$ cat src/hdl/gact_pkg.sv
`timescale 1ns / 1ps
package gact_pkg;

  localparam int MAX_TRIG_DEFAULT = 16;
  localparam int QDEPTH = 2;

  localparam logic [1:0] REG_DEADBAND = 2'd0;
  localparam logic [1:0] REG_INTERVAL = 2'd1;
  localparam logic [1:0] REG_STREAMS  = 2'd2;
  localparam logic [1:0] REG_MAXSTEP  = 2'd3;

  typedef struct packed {
    logic [62:0]        sample_time;
    logic signed [31:0] rate_x;
    logic signed [31:0] rate_y;
    logic signed [31:0] rate_z;
  } in_t;

  typedef struct packed {
    logic [31:0] crossing_index;
    logic [5:0]  stream_index;
    logic [62:0] fire_time;
    logic        last;
    logic        overflow;
  } out_t;

  typedef struct packed {
    logic [62:0]        now;
    logic [19:0]        dt;
    logic signed [31:0] w;
  } job_t;

  typedef struct packed {
    logic [30:0] deadband_rate;
    logic [22:0] interval_angle;
    logic [6:0]  stream_count;
    logic [19:0] max_step_time;
  } cfg_t;

endpackage

$ cat src/hdl/gact_fifo.sv
`timescale 1ns / 1ps
module gact_fifo import gact_pkg::*; (
  input  logic clk,
  input  logic rst,
  input  logic wr,
  input  job_t wdata,
  output logic full,
  input  logic rd,
  output logic avail,
  output job_t rdata
);
  localparam int PW = (QDEPTH > 1) ? $clog2(QDEPTH) : 1;
  localparam int CW = $clog2(QDEPTH + 1);

  job_t          mem [QDEPTH];
  logic [PW-1:0] wp;
  logic [PW-1:0] rp;
  logic [CW-1:0] cnt;

  assign full  = (cnt == CW'(QDEPTH));
  assign avail = (cnt != '0);
  assign rdata = mem[rp];

  always_ff @(posedge clk) begin
    if (rst) begin
      wp  <= '0;
      rp  <= '0;
      cnt <= '0;
    end else begin
      if (wr && !full) begin
        mem[wp] <= wdata;
        wp <= (wp == PW'(QDEPTH - 1)) ? '0 : wp + 1'b1;
      end
      if (rd && avail) begin
        rp <= (rp == PW'(QDEPTH - 1)) ? '0 : rp + 1'b1;
      end
      cnt <= cnt + CW'(wr && !full) - CW'(rd && avail);
    end
  end
endmodule

$ cat config.mk
export PLATFORM = sky130hd
export DESIGN_NAME = gact_fifo
export DESIGN_NICKNAME = d
export VERILOG_FILES = /design/src/hdl/gact_pkg.sv /design/src/hdl/gact_fifo.sv
export SDC_FILE = /design/constraint.sdc
export NUM_CORES = 1
export LEC_CHECK = 0
export ABC_AREA = 1
export BUFFER_PORTS_ARGS = -buffer_cell sky130_fd_sc_hd__buf_2
export CELL_PAD_IN_SITES_DETAIL_PLACEMENT = 1
export CELL_PAD_IN_SITES_GLOBAL_PLACEMENT = 1
export CORE_ASPECT_RATIO = 2
export CORE_MARGIN = 5
export CORE_UTILIZATION = 40
export DETAILED_ROUTE_END_ITERATION = 10
export GPL_TIMING_DRIVEN = 0
export PLACE_DENSITY_LB_ADDON = 0.1
export SYNTH_ARGS = -nofsm -noshare
export SYNTH_HDL_FRONTEND = slang
export SYNTH_SLANG_ARGS = --single-unit
$ cat constraint.sdc
create_clock -name clk -period 7 [get_ports clk]
set_input_delay 1.75 -clock clk [delete_from_list [all_inputs] [get_ports clk]]
set_output_delay 1.75 -clock clk [all_outputs]
set_load 0.01 [all_outputs]
==> flow_metrics.env <==
export IMPL_synth_area_leaders="edfxtp_1 (79%), mux2_4 (8.6%), mux2_2 (8.4%)"
export IMPL_timing_hold_worst_path_depth=2
export IMPL_port_buffer_count=235
export IMPL_die_w_um=114.6
export IMPL_fillers=2091
export IMPL_synth_largest_area_cell="edfxtp_1"
export IMPL_crit_path_frequent_cell="buf_6"
export IMPL_gp_congestion=0.7329
export IMPL_cts_clk_slew_worst_paths_ps=60
export IMPL_fin_ws_ps=3430
export IMPL_finalHoldViolations=0
export IMPL_mostFrequentLayoutCells="buf_2 (241), edfxtp_1 (230), mux2_2 (65)"
export IMPL_maxCapViolCount=0
export IMPL_yosys_warnings=0
export IMPL_clkPwrFrac=0.289
export IMPL_crit_chain="buf_6 -> buf_6 -> buf_6 -> mux2_4 -> buf_2"
export IMPL_final_common_cell="buf_2"
export IMPL_placed_area_um2=10400
export IMPL_nets=782
export IMPL_ioPinCount=236
export IMPL_rrSetupSlack_ps=4810
export IMPL_setup_violations=0
export IMPL_hp_class="flop to flop"
export IMPL_drt_total_wl_um=18190
export IMPL_cp_start_kind="flop"
export IMPL_postRouteAntennaNets=0
export IMPL_syn2layout_area_growth_pct=25.83
export IMPL_insertion_delay_ps=490
export IMPL_p_total_uw=3597
export IMPL_crit_fanout=10
export IMPL_postSynthAreaPerCell_um2=21.99
export IMPL_first_iter_violations=130
export IMPL_clockRootBuffer="clkbuf_16"
export IMPL_wl_per_cell_um=19.16
export IMPL_synth_top_area_frac=0.7890
export IMPL_grt_overflow_total=0
export IMPL_fin_skew_ps=5.342
export IMPL_fin_crit_sh=0.5100
export IMPL_rsz0062_at_grt="false"
export IMPL_critPathKind="flop to primary output"
export IMPL_post_cts_setup_buffers=0
export IMPL_min_from="rp"
export IMPL_pwr_share_seq=0.478
export IMPL_grt_pass1_vias=5174
export IMPL_ys_seq_area_frac=0.8005
export IMPL_endpoint_kind="primary output"
export IMPL_routed_via_count=4493
export IMPL_ir_drop_uv=227.9
export IMPL_p_switching_uw=916.0
export IMPL_start_util=0.4055
export IMPL_status="complete, no violations"
export IMPL_drive_above_1_share=0.5896
export IMPL_cts_hold_buf=0
export IMPL_crit_required_ps=5250
export IMPL_cts_sinks=235
export IMPL_design_area_um2=11010
export IMPL_cpPeakStageDelay_ps=320
export IMPL_rr_startpoint="cnt[1]"
export IMPL_cp_slowest_cell="dfxtp_1"
export IMPL_intPower_uw=2681
export IMPL_synth_seq_cells=235
export IMPL_drc=0
export IMPL_leakagePower_uw=0.004190
export IMPL_via_per_inst=4.734
export IMPL_slew_headroom=0.5854
export IMPL_grt_use_total=0.1426
export IMPL_core_area_um2=21590
export IMPL_slew_viol_final=0
export IMPL_first_pass_iters=4
export IMPL_power_per_cell_area_nw_per_um2=326.6
export IMPL_grt_max_degree=76
export IMPL_cts_tree="yes"
export IMPL_max_freq_mhz=280.1
export IMPL_dieArea_um2=25120
export IMPL_dp_cells=911
export IMPL_stdcell_count=949
export IMPL_swShare=0.2547
export IMPL_r2r_end="mem[1][77]"
export IMPL_synth_area_um2=8753
export IMPL_reg2reg_depth=6
export IMPL_rows=76
export IMPL_htree_levels=1
export IMPL_antenna_found_initial=4
export IMPL_die_h_um=219.2
export IMPL_dp_hpwl_um=13330
export IMPL_cts_buffers_inserted=21
export IMPL_grt_pass1_wl_um=26850
export IMPL_worstMarginPinSlew_ps=620.4
export IMPL_finalCriticalPeriod_ps=3570
export IMPL_synth_nets=519
export IMPL_cts_buffer_depth=3
export IMPL_tns_ps=0
export IMPL_postCtsResizedCells=0
export IMPL_crit_arrival_ps=1820
export IMPL_synthCells=398
export IMPL_place_ws_ps=3329
export IMPL_p_comb_frac=0.233
export IMPL_synth_cell_types=13
stage by stage:
stage,utilization,hold WS (ps)
after global routing,0.5098,589.3
after floorplan,-,467.5
final,0.5103,513.1
after global placement,0.4759,496.1
after CTS,0.5096,531.3
after detailed placement,0.4817,508.9
critical path: cells and delay by family (launching register included):
kind	cells	cell delay, ps
buffers and inverters	4	700
flip-flops	1	320
multiplexers	1	310
power groups by stage:
stage	sequential, uW	clock [uW]	combinational [uW]
CTS	1720	1080	870
global route	1730	1150	912
floorplan	1750	0	534
finish	1720	1040	840
global placement	1760	0	831
detailed placement	1750	0	867
Yosys cell counts:
library cell	instances
a21oi_1	1
nand2_1	7
nor2_1	11
inv_1	10
o21ai_0	2
edfxtp_1	230
ha_1	2
mux2_2	65
nand3_1	2
buf_2	6
dfxtp_1	5
mux2_4	50
buf_6	7
how the worst max path moves through the flow:
| stage | start | end | slack [ps] | cells after the start |
|---|---|---|---|---|
| after floorplan | rst | mem[1][0] | 1650 | 3 |
| after global placement | rst | mem[1][55] | -210 | 4 |
| after detailed placement | rst | mem[1][59] | 3330 | 7 |
| after CTS | flop | rdata[87] | 3360 | 5 |
| after global routing | flop | rdata[87] | 3340 | 5 |
| final | flop | rdata[87] | 3430 | 5 |
layout make-up:
cell class	count	area (um^2)	share of cell area
clock buffers	25	540.5	0.04907
inverters	10	42.54	0.003862
flip-flops and latches	235	7007	0.6361
well taps	273	341.6	0.03101
diodes	6	15.01	0.001363
plain buffers	13	108.9	0.009883
multi-input cells	140	1608	0.1460
repair buffers	240	1291	0.1172
clock inverters	7	60.06	0.005453
kinds of logic after synthesis:
| logic type | Yosys count | share of synthesized area |
|---|---|---|
| simple gates | 20 | 0.008863 |
| flops | 235 | 0.8005 |
| mux | 115 | 0.1694 |
| compound gates | 3 | 0.001715 |
| buf+inv | 23 | 0.01672 |
| fa+ha+maj | 2 | 0.002858 |
flip-flops by register name, summed over array words and instances, names as in the netlist, named ones only:
name / count
wp: 1
cnt: 2
rp: 1
mem: 230
layer usage:
metal,routed length [um],GRT usage,part of all wire
met1,5608,0.1316,0.31
met2,10510,0.2742,0.58
met3,1221,0.03587,0.067
met4,830,0.07848,0.046
met5,11,0,0.00060
Power figures use the tool's default switching activity.
