`src/hdl/gact_pkg.sv`:
```
`timescale 1ns / 1ps
package gact_pkg;

  localparam int MAX_TRIG_DEFAULT = 16;
  localparam int QDEPTH = 2;

  localparam logic [1:0] REG_DEADBAND = 2'd0;
  localparam logic [1:0] REG_INTERVAL = 2'd1;
  localparam logic [1:0] REG_STREAMS  = 2'd2;
  localparam logic [1:0] REG_MAXSTEP  = 2'd3;

  typedef struct packed {
    logic [62:0]        sample_time;
    logic signed [31:0] rate_x;
    logic signed [31:0] rate_y;
    logic signed [31:0] rate_z;
  } in_t;

  typedef struct packed {
    logic [31:0] crossing_index;
    logic [5:0]  stream_index;
    logic [62:0] fire_time;
    logic        last;
    logic        overflow;
  } out_t;

  typedef struct packed {
    logic [62:0]        now;
    logic [19:0]        dt;
    logic signed [31:0] w;
  } job_t;

  typedef struct packed {
    logic [30:0] deadband_rate;
    logic [22:0] interval_angle;
    logic [6:0]  stream_count;
    logic [19:0] max_step_time;
  } cfg_t;

endpackage

```
`src/hdl/gact_front.sv`:
```
`timescale 1ns / 1ps
module gact_front import gact_pkg::*; (
  input  logic clk,
  input  logic rst,
  input  cfg_t cfg,
  input  logic take,
  input  in_t  word,
  output logic enq,
  output job_t job
);
  logic        awaiting;
  logic [62:0] prev_time;
  logic [62:0] step;
  logic [31:0] mx, my, mz;
  logic signed [31:0] rx, ry, rz, w;
  logic        good;

  function automatic logic [31:0] mag32(input logic signed [31:0] v);
    mag32 = v[31] ? 32'(-v) : 32'(v);
  endfunction

  always_comb begin
    step = word.sample_time - prev_time;
    good = !awaiting && (word.sample_time > prev_time) &&
           (step <= {43'd0, cfg.max_step_time});
    mx = mag32(word.rate_x);
    my = mag32(word.rate_y);
    mz = mag32(word.rate_z);
    rx = word.rate_x;
    ry = word.rate_y;
    rz = word.rate_z;
    if (mx < {1'b0, cfg.deadband_rate}) begin
      mx = '0;
      rx = '0;
    end
    if (my < {1'b0, cfg.deadband_rate}) begin
      my = '0;
      ry = '0;
    end
    if (mz < {1'b0, cfg.deadband_rate}) begin
      mz = '0;
      rz = '0;
    end
    if (mx >= my && mx >= mz) w = rx;
    else if (my >= mz) w = ry;
    else w = rz;
    job.now = word.sample_time;
    job.dt  = step[19:0];
    job.w   = w;
    enq = take && good && (w != '0);
  end

  always_ff @(posedge clk) begin
    if (rst) begin
      awaiting  <= 1'b1;
      prev_time <= '0;
    end else if (take) begin
      awaiting  <= 1'b0;
      prev_time <= word.sample_time;
    end
  end
endmodule

```
`config.mk`:
```
export PLATFORM = sky130hd
export DESIGN_NAME = gact_front
export DESIGN_NICKNAME = d
export VERILOG_FILES = /design/src/hdl/gact_pkg.sv /design/src/hdl/gact_front.sv
export SDC_FILE = /design/constraint.sdc
export NUM_CORES = 1
export LEC_CHECK = 0
export ABC_AREA = 1
export BUFFER_PORTS_ARGS = -buffer_cell sky130_fd_sc_hd__buf_2
export CORE_ASPECT_RATIO = 1.25
export CORE_MARGIN = 3
export CORE_UTILIZATION = 40
export DETAILED_ROUTE_END_ITERATION = 6
export HOLD_SLACK_MARGIN = 0.15
export RECOVER_POWER = 25
export SYNTH_ARGS = -nofsm -noshare
export SYNTH_HDL_FRONTEND = slang
export SYNTH_SLANG_ARGS = --single-unit
```
`constraint.sdc`:
```
create_clock -name clk -period 15.44 [get_ports clk]
set_input_delay 0.772 -clock clk [delete_from_list [all_inputs] [get_ports clk]]
set_output_delay 0.772 -clock clk [all_outputs]
set_load 0.02 [all_outputs]
```
==> summary.md, run 1 <==
| Metric | Value |
|---|---|
| Largest stage delay, worst path | `520 ps` |
| Clk network pwr share | `14.2%` |
| Ys flop type | `dfxtp_1` |
| Total gr overflow | `0` |
| Min cycle time layout | `10370 ps` |
| Number of fill cells | `4306` |
| Final net count | `3402` |
| Post-synth EDFFs | `0` |
| Worst Setup End Kind | `output port` |
| IO Count | `359` |
| Cts bufs inserted | `9` |
| Placed cell count | `between 3000 and 4000` |
| Row count | `80` |
| Fin crit share | `between 60% and 70%` |
| Wire length per cell | `17.38 um` |
| Synth Area in XOR/XNOR | `7.092%` |
| Worst-margin pin slew | `1793 ps` |
| Final core utilization | `a little under half` |
| Vias in the first global route | `17414` |
| Mapped Nets | `3176` |
| Register Area | `0.001281 mm^2` |
| NetSw | `0.0008506 W` |
| Max_cap viols | `1` |
| Netlist cell types | `53` |
| WL met3 | `2892 um` |
| Worst path buffer plus inverter count | `14` |
| Area of the core | `0.03844 mm^2` |
| Ratio of cells with drive above 1 in the final layout | `approximately 12%` |
| HPWL Detailed | `50730 um` |
| Endpoints failing hold | `0` |
| DP Worst Slack | `5076 ps` |
| Clock sink count | `64` |
| CTS H-Tree Depth | `3` |
| Post-synth ARST share | `0%` |
| Main combinational cell family by area after synthesis | `simple AND/OR/NAND/NOR gates` |
| Rel. slew slack | `-19.67%` |
| Die Y | `approximately 230 um` |
| Clock Latency Late Sink | `approximately 350 ps` |
| Fin Hold WS | `452.8 ps` |
| Maximum vdd drop | `0.00007409 V` |
| Internal Power | `0.0006722 W` |
| Gate power share | `74.0%` |
| Remaining DRCs | `0` |
| Sequential share of the synthesized area | `between 8 and 9%` |
| Post-synthesis cell count | `around 2700` |
| GRT Total Usage | `27.55%` |
| Skew final | `0 ps` |
| Final worst setup slack | `5069 ps` |
| Failing checks | `max-capacitance violations, max-slew violations` |
| CP Data Arrival Time | `9600 ps` |
| Die Width | `183.1 um` |
| Synth-to-Final Area Change | `11.87%` |
| Via/cell ratio | `5.221` |
| Mapped Area | `0.01569 mm^2` |
| CTS clk-pin slew, worst paths | `50 ps` |
| Final WL | `approximately 60000 um` |
| Max-slew violations | `65` |
| Multiplexer share of the synthesized area | `0%` |
| Die area | `0.04164 mm^2` |
| Critical Path Start Type | `input port` |
| Routed met2 length | `29230 um` |
| Sequential share of power | `roughly an eighth` |
| Final ANT Viol Nets | `0` |
| First-pass GRT wire length | `~91000 um` |
| Initial antenna violation count | `2` |
| Setup bufs post-CTS | `0` |
| M1 WL | `24070 um` |
| Unrepaired setup endpoints after global routing | `no` |
| HP Class | `flip-flop to flip-flop` |
| Synth Warn # | `0` |
| R2R Setup Slk | `14790 ps` |
| Initial core utilization | `40.81%` |
| Register bit total from synthesis | `64` |
| # port buffers | `328` |
| Post-synthesis simple-gate area fraction | `27.45%` |
| Pin count of the biggest net entering global routing | `91` |
| Compound-Gate Fraction of Synth Area | `about a fifth` |
| Net Sw Frac | `55.86%` |
| Endpoints failing setup | `0` |
| CTS Buffer Depth | `2` |
| Post-CTS Resized | `0` |
| Most frequent CP cell | `nand2_1` |
| DRT iter0 DRCs | `approximately 880` |
| Leakage | `9.678 nW` |
| Family with the most delay on the worst path | `simple AND/OR/NAND/NOR gates` |
| Highest metal used | `met4` |
| Hold buffers post-CTS | `0` |
| Post-Synth Adder-Cell Area | `a little over a fifth` |
| DR pass1 iterations | `5` |
| Via Count | `17677` |
| CTS tree | `yes` |
| Finished Layout Cells | `3386` |
| Critical path peak fanout | `39` |
| F_max | `0.09642 GHz` |
| Worst endpoint required time | `14670 ps` |
| Total negative setup slack | `0 ps` |
| Root buf cell | `clkbuf_16` |
| Critical path class | `input port to output port` |
| Power Density | `86.78 mW/mm^2` |
| Status | `complete, but fails checks` |
| Routability cong. | `0.9518` |
| Syn Area/Cell | `between 5 and 6 um^2` |
| Crit-path slowest cell | `buf_4` |
| Area of the multi-input gates | `between 0.01 and 0.015 mm^2` |
[area by class of cell]
type                            instances  area share [%]
Multi-Input combinational cell       1977           67.32
Inverter                              502           10.75
Timing Repair Buffer                  334           9.348
Sequential cell                        64           7.302
Tap cell                              492           3.508
Clock buffer                           12           1.519
Clock inverter                          3          0.2282
Antenna cell                            2         0.02852
[cells in the final DEF, fill, tap and decap left out, types with 11 or more instances in the layout]
cell and instances:
a211oi_1 13, a21o_1 11, a21oi_1 256, a31oi_1 15, buf_2 291, clkbuf_1 37
dfxtp_1 64, ha_1 270, inv_1 492, nand2_1 513, nand3_1 121, nand4_1 27
nor2_1 272, nor3_1 46, o21a_1 12, o21ai_0 191, xnor2_1 27, xor2_1 100
[synth_stat cells, types with 10 or more instances]
cell type / number / area, um^2
xnor2_1: 27 / 236.5
a21oi_1: 256 / 1281
a21o_1: 11 / 82.58
clkbuf_1: 45 / 168.9
inv_1: 491 / 1843
nor2_1: 272 / 1021
inv_2: 10 / 37.54
nor3_1: 46 / 230.2
dfxtp_1: 64 / 1281
xor2_1: 100 / 875.8
nand4_1: 27 / 168.9
o21ai_0: 191 / 955.9
ha_1: 270 / 3378
a211oi_1: 13 / 97.59
nand2_1: 513 / 1926
nand3_1: 121 / 605.6
a31oi_1: 15 / 93.84
buf_4: 63 / 473.0
o21a_1: 12 / 90.09
[per-layer routing]
layer | vias to the layer above | track usage [%]
li1 | 9029 | -
met1 | 7986 | 31.94
met2 | 547 | 51.45
met3 | 115 | 2.701
met4 | 0 | 11.82
met5 | - | 0
[registers in the layout (all words and copies together), names as in the netlist]
| name | count |
|---|---|
| prev_time | 63 |
| awaiting | 1 |
[worst reg2reg max path: stages (launching register included)]
cell     delay (ps)
dfxtp_1         320
o21ai_0          80
a21oi_1         190
[metrics by stage]
stage / power [W] / area, um^2
final: 0.001523 / 17550
after global routing: 0.001671 / 17550
after CTS: 0.001529 / 17590
after detailed placement: 0.001305 / 17280
after global placement: 0.001289 / 17280
after floorplan: 0.0009503 / 15690
[final timing paths]
check / startpoint / to / cells past startpoint
worst min-delay path: awaiting / awaiting / 2
worst max register to register: prev_time[0] / prev_time[0] / 2
worst min register to register: awaiting / awaiting / 2
worst max-delay path: word[32] / enq / 54
[power by group through the flow]
stage,combinational [W],clock [W],sequential (W)
CTS,0.00113,0.000222,0.000180
detailed placement,0.00112,0,0.000183
finish,0.00113,0.000216,0.000180
global route,0.00126,0.000229,0.000181
floorplan,0.000768,0,0.000183
global placement,0.00111,0,0.000183
[cells by family after synthesis]
kind of cell               count (synthesis)
DFF                                       64
adders and majority gates                271
AOI/OAI and AO/OA                        550
buffers and inverters                    621
xor gates and xnor gates                 127
and+or+nand+nor                         1029
(Power assumes the default switching activity.)
==> run 2, diff against run 1 <==
==> constraint.sdc (replaced) <==
create_clock -name clk -period 9.2 [get_ports clk]
set_input_delay 0.46 -clock clk [delete_from_list [all_inputs] [get_ports clk]]
set_output_delay 0.46 -clock clk [all_outputs]
set_load 0.02 [all_outputs]
==> run 2 against run 1 <==
Against the previous run: the flow now finishes without violations; register-to-register slack worse by 6200 ps; sequential cell count did not move; sequential power up 67%; non-clock buffer count is 8 higher; worst hold slack worse by 77 ps.
==> summary.md, run 2 (synthesized netlist as in run 1, its figures left out) <==
| Metric | Value |
|---|---|
| Status | `complete, no violations` |
| CTS tree | `yes` |
| Skew final | `0 ps` |
| Ratio of cells with drive above 1 in the final layout | `12.27%` |
| Routing usage on met1 | `between 30% and 40%` |
| FF-to-FF Start | `prev_time[0]` |
| Area of the core | `0.03844 mm^2` |
| Number of fill cells | `between 4000 and 5000` |
| Rel. slew slack | `32.83%` |
| Setup bufs post-CTS | `0` |
| Die area | `around 0.042 mm^2` |
| Leading cell type in the layout, fill and taps excluded | `nand2_1` |
| Endpoints failing hold | `0` |
| Pin count of the biggest net entering global routing | `slightly above 90` |
| Met3 Track Usage GR | `3.644%` |
| R2R depth | `2` |
| Hold worst-path end | `prev_time[0]` |
| First-pass GRT wire length | `91330 um` |
| Area of the multi-input gates | `0.01182 mm^2` |
| Final WL | `59480 um` |
| Critical Path Start Type | `input port` |
| Hold_sp | `take` |
| GRT Total Usage | `27.83%` |
| Power Density | `148.2 mW/mm^2` |
| Fin crit share | `90.44%` |
| Initial antenna violation count | `3` |
| Worst Setup End Kind | `output port` |
| Die Y | `approximately 230 um` |
| Layer with the highest usage | `met2` |
| Final net count | `between 3000 and 4000` |
| Max FFs per register | `63` |
| Via/cell ratio | `5.242` |
| Cts bufs inserted | `9` |
| R2R Setup Slk | `8580 ps` |
| CP Data Arrival Time | `7860 ps` |
| HP Class | `input port to flip-flop` |
| Most frequent cells in the layout | `nand2_1 (511), inv_1 (491), buf_2 (283), nor2_1 (271), ha_1 (270)` |
| Die Width | `between 150 and 200 um` |
| Worst endpoint required time | `roughly 8700 ps` |
| Internal Power | `0.001155 W` |
| Critical path peak fanout | `14` |
| Tot Pwr | `0.002612 W` |
| Total negative setup slack | `0 ps` |
| CTS H-Tree Depth | `3` |
| Hold buffers post-CTS | `0` |
| Min cycle time layout | `8321 ps` |
| Routability cong. | `0.9654` |
| Max_cap viols | `0` |
| Final ANT Viol Nets | `0` |
| Unrepaired setup endpoints after global routing | `no` |
| Maximum vdd drop | `between 0.0001 and 0.00015 V` |
| Met2 global-route usage | `approximately 50%` |
| CTS clk-pin slew, worst paths | `50 ps` |
| Biggest register | `prev_time` |
| Remaining DRCs | `0` |
| Max-slew violations | `0` |
| DR pass1 iterations | `5` |
| Most frequent CP cell | `nand2_1` |
| R2R Path End | `prev_time[0]` |
| Cell depth of the worst hold path | `2` |
| Crit-path slowest cell | `nor3_1` |
| Wire length per cell | `~18 um` |
| Largest stage delay, worst path | `~350 ps` |
| DRT iter0 DRCs | `1047` |
| Via Count | `17797` |
| Clock Latency Late Sink | `between 300 and 400 ps` |
| Worst-margin pin slew | `between 1000 and 1500 ps` |
| Leakage | `9.695 nW` |
| Total gr overflow | `0` |
| F_max | `0.1202 GHz` |
| Endpoints failing setup | `0` |
| IO Count | `359` |
| Clk network pwr share | `14.4%` |
| Initial core utilization | `40.81%` |
| Vias in the first global route | `17299` |
| Register Area | `roughly 0.0013 mm^2` |
| CTS Buffer Depth | `2` |
| Row count | `80` |
| Net Sw Frac | `55.76%` |
| Root buf cell | `clkbuf_16` |
| Clock sink count | `64` |
| # port buffers | `328` |
| NetSw | `0.001456 W` |
| Gate power share | `74.1%` |
| HPWL Detailed | `51130 um` |
| Largest regs | `prev_time: 63 flops, awaiting: 1 flops` |
| Critical path class | `input port to output port` |
| Sequential share of power | `11.5%` |
| Final core utilization | `45.83%` |
| Synth-to-Final Area Change | `12.32%` |
[run 2: changes by cell type in the layout (fill, tap and decap cells not counted)]
| cell | before | now |
|---|---|---|
| nand2_1 | 513 | 511 |
| nor2_1 | 272 | 271 |
| inv_2 | 9 | 10 |
| clkbuf_8 | 3 | 1 |
| buf_6 | 0 | 1 |
| buf_4 | 6 | 13 |
| nand2_2 | 6 | 8 |
| inv_1 | 492 | 491 |
| bufinv_16 | 1 | 2 |
| buf_2 | 291 | 283 |
| clkinv_2 | 3 | 2 |
| nor2_2 | 9 | 10 |
| clkbuf_1 | 37 | 48 |
[run 2: cell type report]
cell class	instances	area share (%)
clock inverters	3	0.3693
repair buffers	342	9.616
diodes	2	0.02841
clock buffers	13	1.420
inverters	502	10.70
multi-input cells	1977	67.10
flip-flops and latches	64	7.273
well taps	492	3.494
[run 2: routing by layer]
layer | wire length (um) | up-vias
met5 | 17 | -
met4 | 2693 | 2
met3 | 3408 | 130
met2 | 29170 | 561
met1 | 24190 | 8028
li1 | - | 9076
[run 2: power by group through the flow]
stage / clock (W) / sequential (W) / combinational [W]
after global placement: 0 / 0.000307 / 0.00188
final: 0.000376 / 0.000301 / 0.00193
after CTS: 0.000388 / 0.000301 / 0.00192
after detailed placement: 0 / 0.000307 / 0.00191
after floorplan: 0 / 0.000306 / 0.00129
after global routing: 0.000395 / 0.000303 / 0.00216
[run 2: through the flow]
| stage | worst slack (ps) | cells | hold WS, ps | area [um^2] |
|---|---|---|---|---|
| 2_1_floorplan | 2524 | 2662 | 419.2 | 15690 |
| 3_3_place_gp | 584.6 | 3377 | 428.7 | 17340 |
| 3_5_place_dp | 506.9 | 3377 | 437.1 | 17340 |
| 4_1_cts | 483.2 | 3393 | 343.8 | 17660 |
| 5_1_grt | 56.62 | 3394 | 356.8 | 17610 |
| 6_report | 879.4 | 3395 | 375.3 | 17620 |
[run 2: worst max-delay path by stage]
stage                   from   to  slack (ps)
detailed placement  word[32]  enq         510
floorplan           word[64]  enq        2520
finish              word[32]  enq         880
global route        word[64]  enq          60
global placement    word[32]  enq         580
CTS                 word[32]  enq         480
[run 2: what timing repair did]
action / CTS / global route
endpoints found under the setup margin: 0 / 1
resized for setup: 0 / 4
hold endpoints to repair: 0 / 0
[run 2: worst max-delay path: cells and delay by family]
kind,cells,cell delay [ps]
XOR/XNOR,1,230
buffers and inverters,13,1410
adder cells (fa/ha/maj),3,710
AND/OR/NAND/NOR,28,3720
AO/OA/AOI/OAI,8,1290
==> run 3, diff against run 2 <==
--- a/config.mk
+++ b/config.mk
@@ -9,8 +9,9 @@
 export BUFFER_PORTS_ARGS = -buffer_cell sky130_fd_sc_hd__buf_2
 export CORE_ASPECT_RATIO = 1.25
 export CORE_MARGIN = 3
-export CORE_UTILIZATION = 40
+export CORE_UTILIZATION = 35
 export DETAILED_ROUTE_END_ITERATION = 6
+export GPL_ROUTABILITY_DRIVEN = 0
 export HOLD_SLACK_MARGIN = 0.15
 export RECOVER_POWER = 25
 export SYNTH_ARGS = -nofsm -noshare
==> constraint.sdc (replaced) <==
create_clock -name clk -period 8.9 [get_ports clk]
set_input_delay 0.445 -clock clk [delete_from_list [all_inputs] [get_ports clk]]
set_output_delay 0.445 -clock clk [all_outputs]
set_load 0.02 [all_outputs]
==> run 3 against run 2 <==
Against the previous run: sequential cell count unchanged; wire length down 2.1%; clock power up 14%; core utilization down 5.7 points; first-iteration DRC count up 0.86%; via count up 1.4%; total power up 4.4%; sequential share of layout area down 0.059 points; largest cell class unchanged; highest routed layer is now met4.
==> summary.md, run 3 (synthesized netlist as in run 1, its figures left out) <==
| Metric | Value |
|---|---|
| Status | `complete, no violations` |
| Critical Path Start Type | `input port` |
| Row count | `86` |
| Antenna cells | `0` |
| Die Y | `242.7 um` |
| Sequential share of power | `between 10% and 20%` |
| F_max | `0.1203 GHz` |
| Initial antenna violation count | `0` |
| Wire length per cell | `around 17 um` |
| Fin crit share | `93.43%` |
| Initial core utilization | `35.47%` |
| Power Density | `153.5 mW/mm^2` |
| Final worst setup slack | `584.5 ps` |
| Vias in the first global route | `17623` |
| Rel. slew slack | `37.10%` |
| Critical path peak fanout | `24` |
| Biggest register | `prev_time` |
| First-pass GRT wire length | `90740 um` |
| Placed inst area | `0.01743 mm^2` |
| Skew final | `0 ps` |
| Gate power share | `72.8%` |
| Maximum vdd drop | `roughly 0.00012 V` |
| Critical path class | `input port to output port` |
| Via/cell ratio | `between 5 and 6` |
| Min cycle time layout | `between 8000 and 9000 ps` |
| Clock Latency Late Sink | `350 ps` |
| Die area | `0.04741 mm^2` |
| DR pass1 iterations | `6` |
| Clk network pwr share | `15.7%` |
| Endpoints failing setup | `0` |
| Worst-margin pin slew | `approximately 940 ps` |
| Final net count | `3407` |
| Most frequent CP cell | `nand2_1` |
| Cell depth of the worst hold path | `2` |
| Max FFs per register | `63` |
| Leading cell type in the layout, fill and taps excluded | `nand2_1` |
| Endpoints failing hold | `0` |
| Root buf cell | `clkbuf_16` |
| CP Data Arrival Time | `approximately 7900 ps` |
| Die Width | `195.3 um` |
| Clock sink count | `64` |
| Most frequent cells in the layout | `nand2_1 (513), inv_1 (490), buf_2 (283), nor2_1 (272), ha_1 (270)` |
| HP Class | `input port to flip-flop` |
| Final ANT Viol Nets | `0` |
| HPWL Detailed | `50640 um` |
| Max_cap viols | `0` |
| Max-slew violations | `0` |
| Ratio of cells with drive above 1 in the final layout | `12.32%` |
| Cts bufs inserted | `9` |
| Worst Setup End Kind | `output port` |
| Internal Power | `0.001236 W` |
| DRT iter0 DRCs | `1056` |
| IO Count | `359` |
| Synth-to-Final Area Change | `13.24%` |
| Total gr overflow | `0` |
| Largest stage delay, worst path | `approximately 360 ps` |
| Final WL | `58210 um` |
| Leakage | `just under 10 nW` |
| CTS H-Tree Depth | `3` |
| Remaining DRCs | `0` |
| NetSw | `0.001490 W` |
| CTS Buffer Depth | `2` |
| Crit-path slowest cell | `nor3_1` |
| Hold buffers post-CTS | `0` |
| Design Area, Final | `0.01776 mm^2` |
| Via Count | `18045` |
| Final core utilization | `about 40%` |
| DP Worst Slack | `590.2 ps` |
| Number of fill cells | `4850` |
| CTS clk-pin slew, worst paths | `60 ps` |
| Worst endpoint required time | `8460 ps` |
| Net Sw Frac | `54.66%` |
| # port buffers | `about 330` |
| Largest regs | `prev_time: 63 flops, awaiting: 1 flops` |
| Total negative setup slack | `0 ps` |
| R2R depth | `2` |
| GRT Total Usage | `23.52%` |
| Pin count of the biggest net entering global routing | `100` |
| CTS tree | `yes` |
| Area of the core | `between 0.04 and 0.05 mm^2` |
==> run 3: cell count changes in the layout (fill, tap and decap cells not counted), moves of 2 or more <==
| cell | change |
|---|---|
| nand2_1 | +2 |
| clkbuf_1 | -3 |
| nand2_2 | -2 |
| buf_4 | -4 |
| diode_2 | -2 |
| clkinvlp_4 | +2 |
==> run 3: area by class of cell <==
| class | instances | area (um^2) | share of cell area (%) |
|---|---|---|---|
| multi-input combinational | 1977 | 11840 | 66.64 |
| inverter | 502 | 1889 | 10.64 |
| timing repair buffer | 339 | 1684 | 9.482 |
| sequential | 64 | 1281 | 7.213 |
| tap | 572 | 715.7 | 4.029 |
| clock buffer | 11 | 252.7 | 1.423 |
| clock inverter | 5 | 102.6 | 0.5776 |
==> run 3: repair_timing <==
| item | CTS | global route |
|---|---|---|
| hold endpoints to repair | 0 | 0 |
| setup buffers | 0 | 0 |
| setup endpoints to repair | 0 | 1 |
| resized for setup | 0 | 6 |
==> run 3: critical path: cells and delay by family <==
kind | cells | cell delay, ps
simple gates | 29 | 3970
buf+inv | 13 | 1450
compound gates | 7 | 1040
fa+ha+maj | 3 | 750
xor+xnor | 1 | 210
==> run 3: final timing paths <==
path                 from            to  slack (ps)
max              word[32]           enq         580
min                  take  prev_time[0]         360
max reg2reg  prev_time[1]  prev_time[1]        8240
min reg2reg      awaiting      awaiting         450
==> run 3: per-stage QoR <==
| step | hold WS (ps) | cells | total power, W |
|---|---|---|---|
| floorplan | 419.2 | 2662 | 0.001649 |
| detailed placement | 441.4 | 3454 | 0.002273 |
| CTS | 349.4 | 3470 | 0.002717 |
| finish | 363.0 | 3470 | 0.002726 |
| global route | 377.1 | 3470 | 0.002971 |
| global placement | 431.4 | 3454 | 0.002242 |
==> run 3: power by group through the flow <==
stage | Combinational, W | Clock [W] | Sequential (W)
after floorplan | 0.00133 | 0 | 0.000317
after global placement | 0.00192 | 0 | 0.000317
after detailed placement | 0.00195 | 0 | 0.000318
after CTS | 0.00196 | 0.000441 | 0.000312
after global routing | 0.00221 | 0.000450 | 0.000313
final | 0.00199 | 0.000429 | 0.000312
==> run 3: routing by layer <==
layer  vias to the layer above  global-route usage, %  wire, um
li1                       9059                      -         -
met1                      8213                  27.35     23190
met2                       650                  43.56     29270
met3                       123                  2.263      3283
met4                         0                  9.964      2467
met5                         -                      0         0
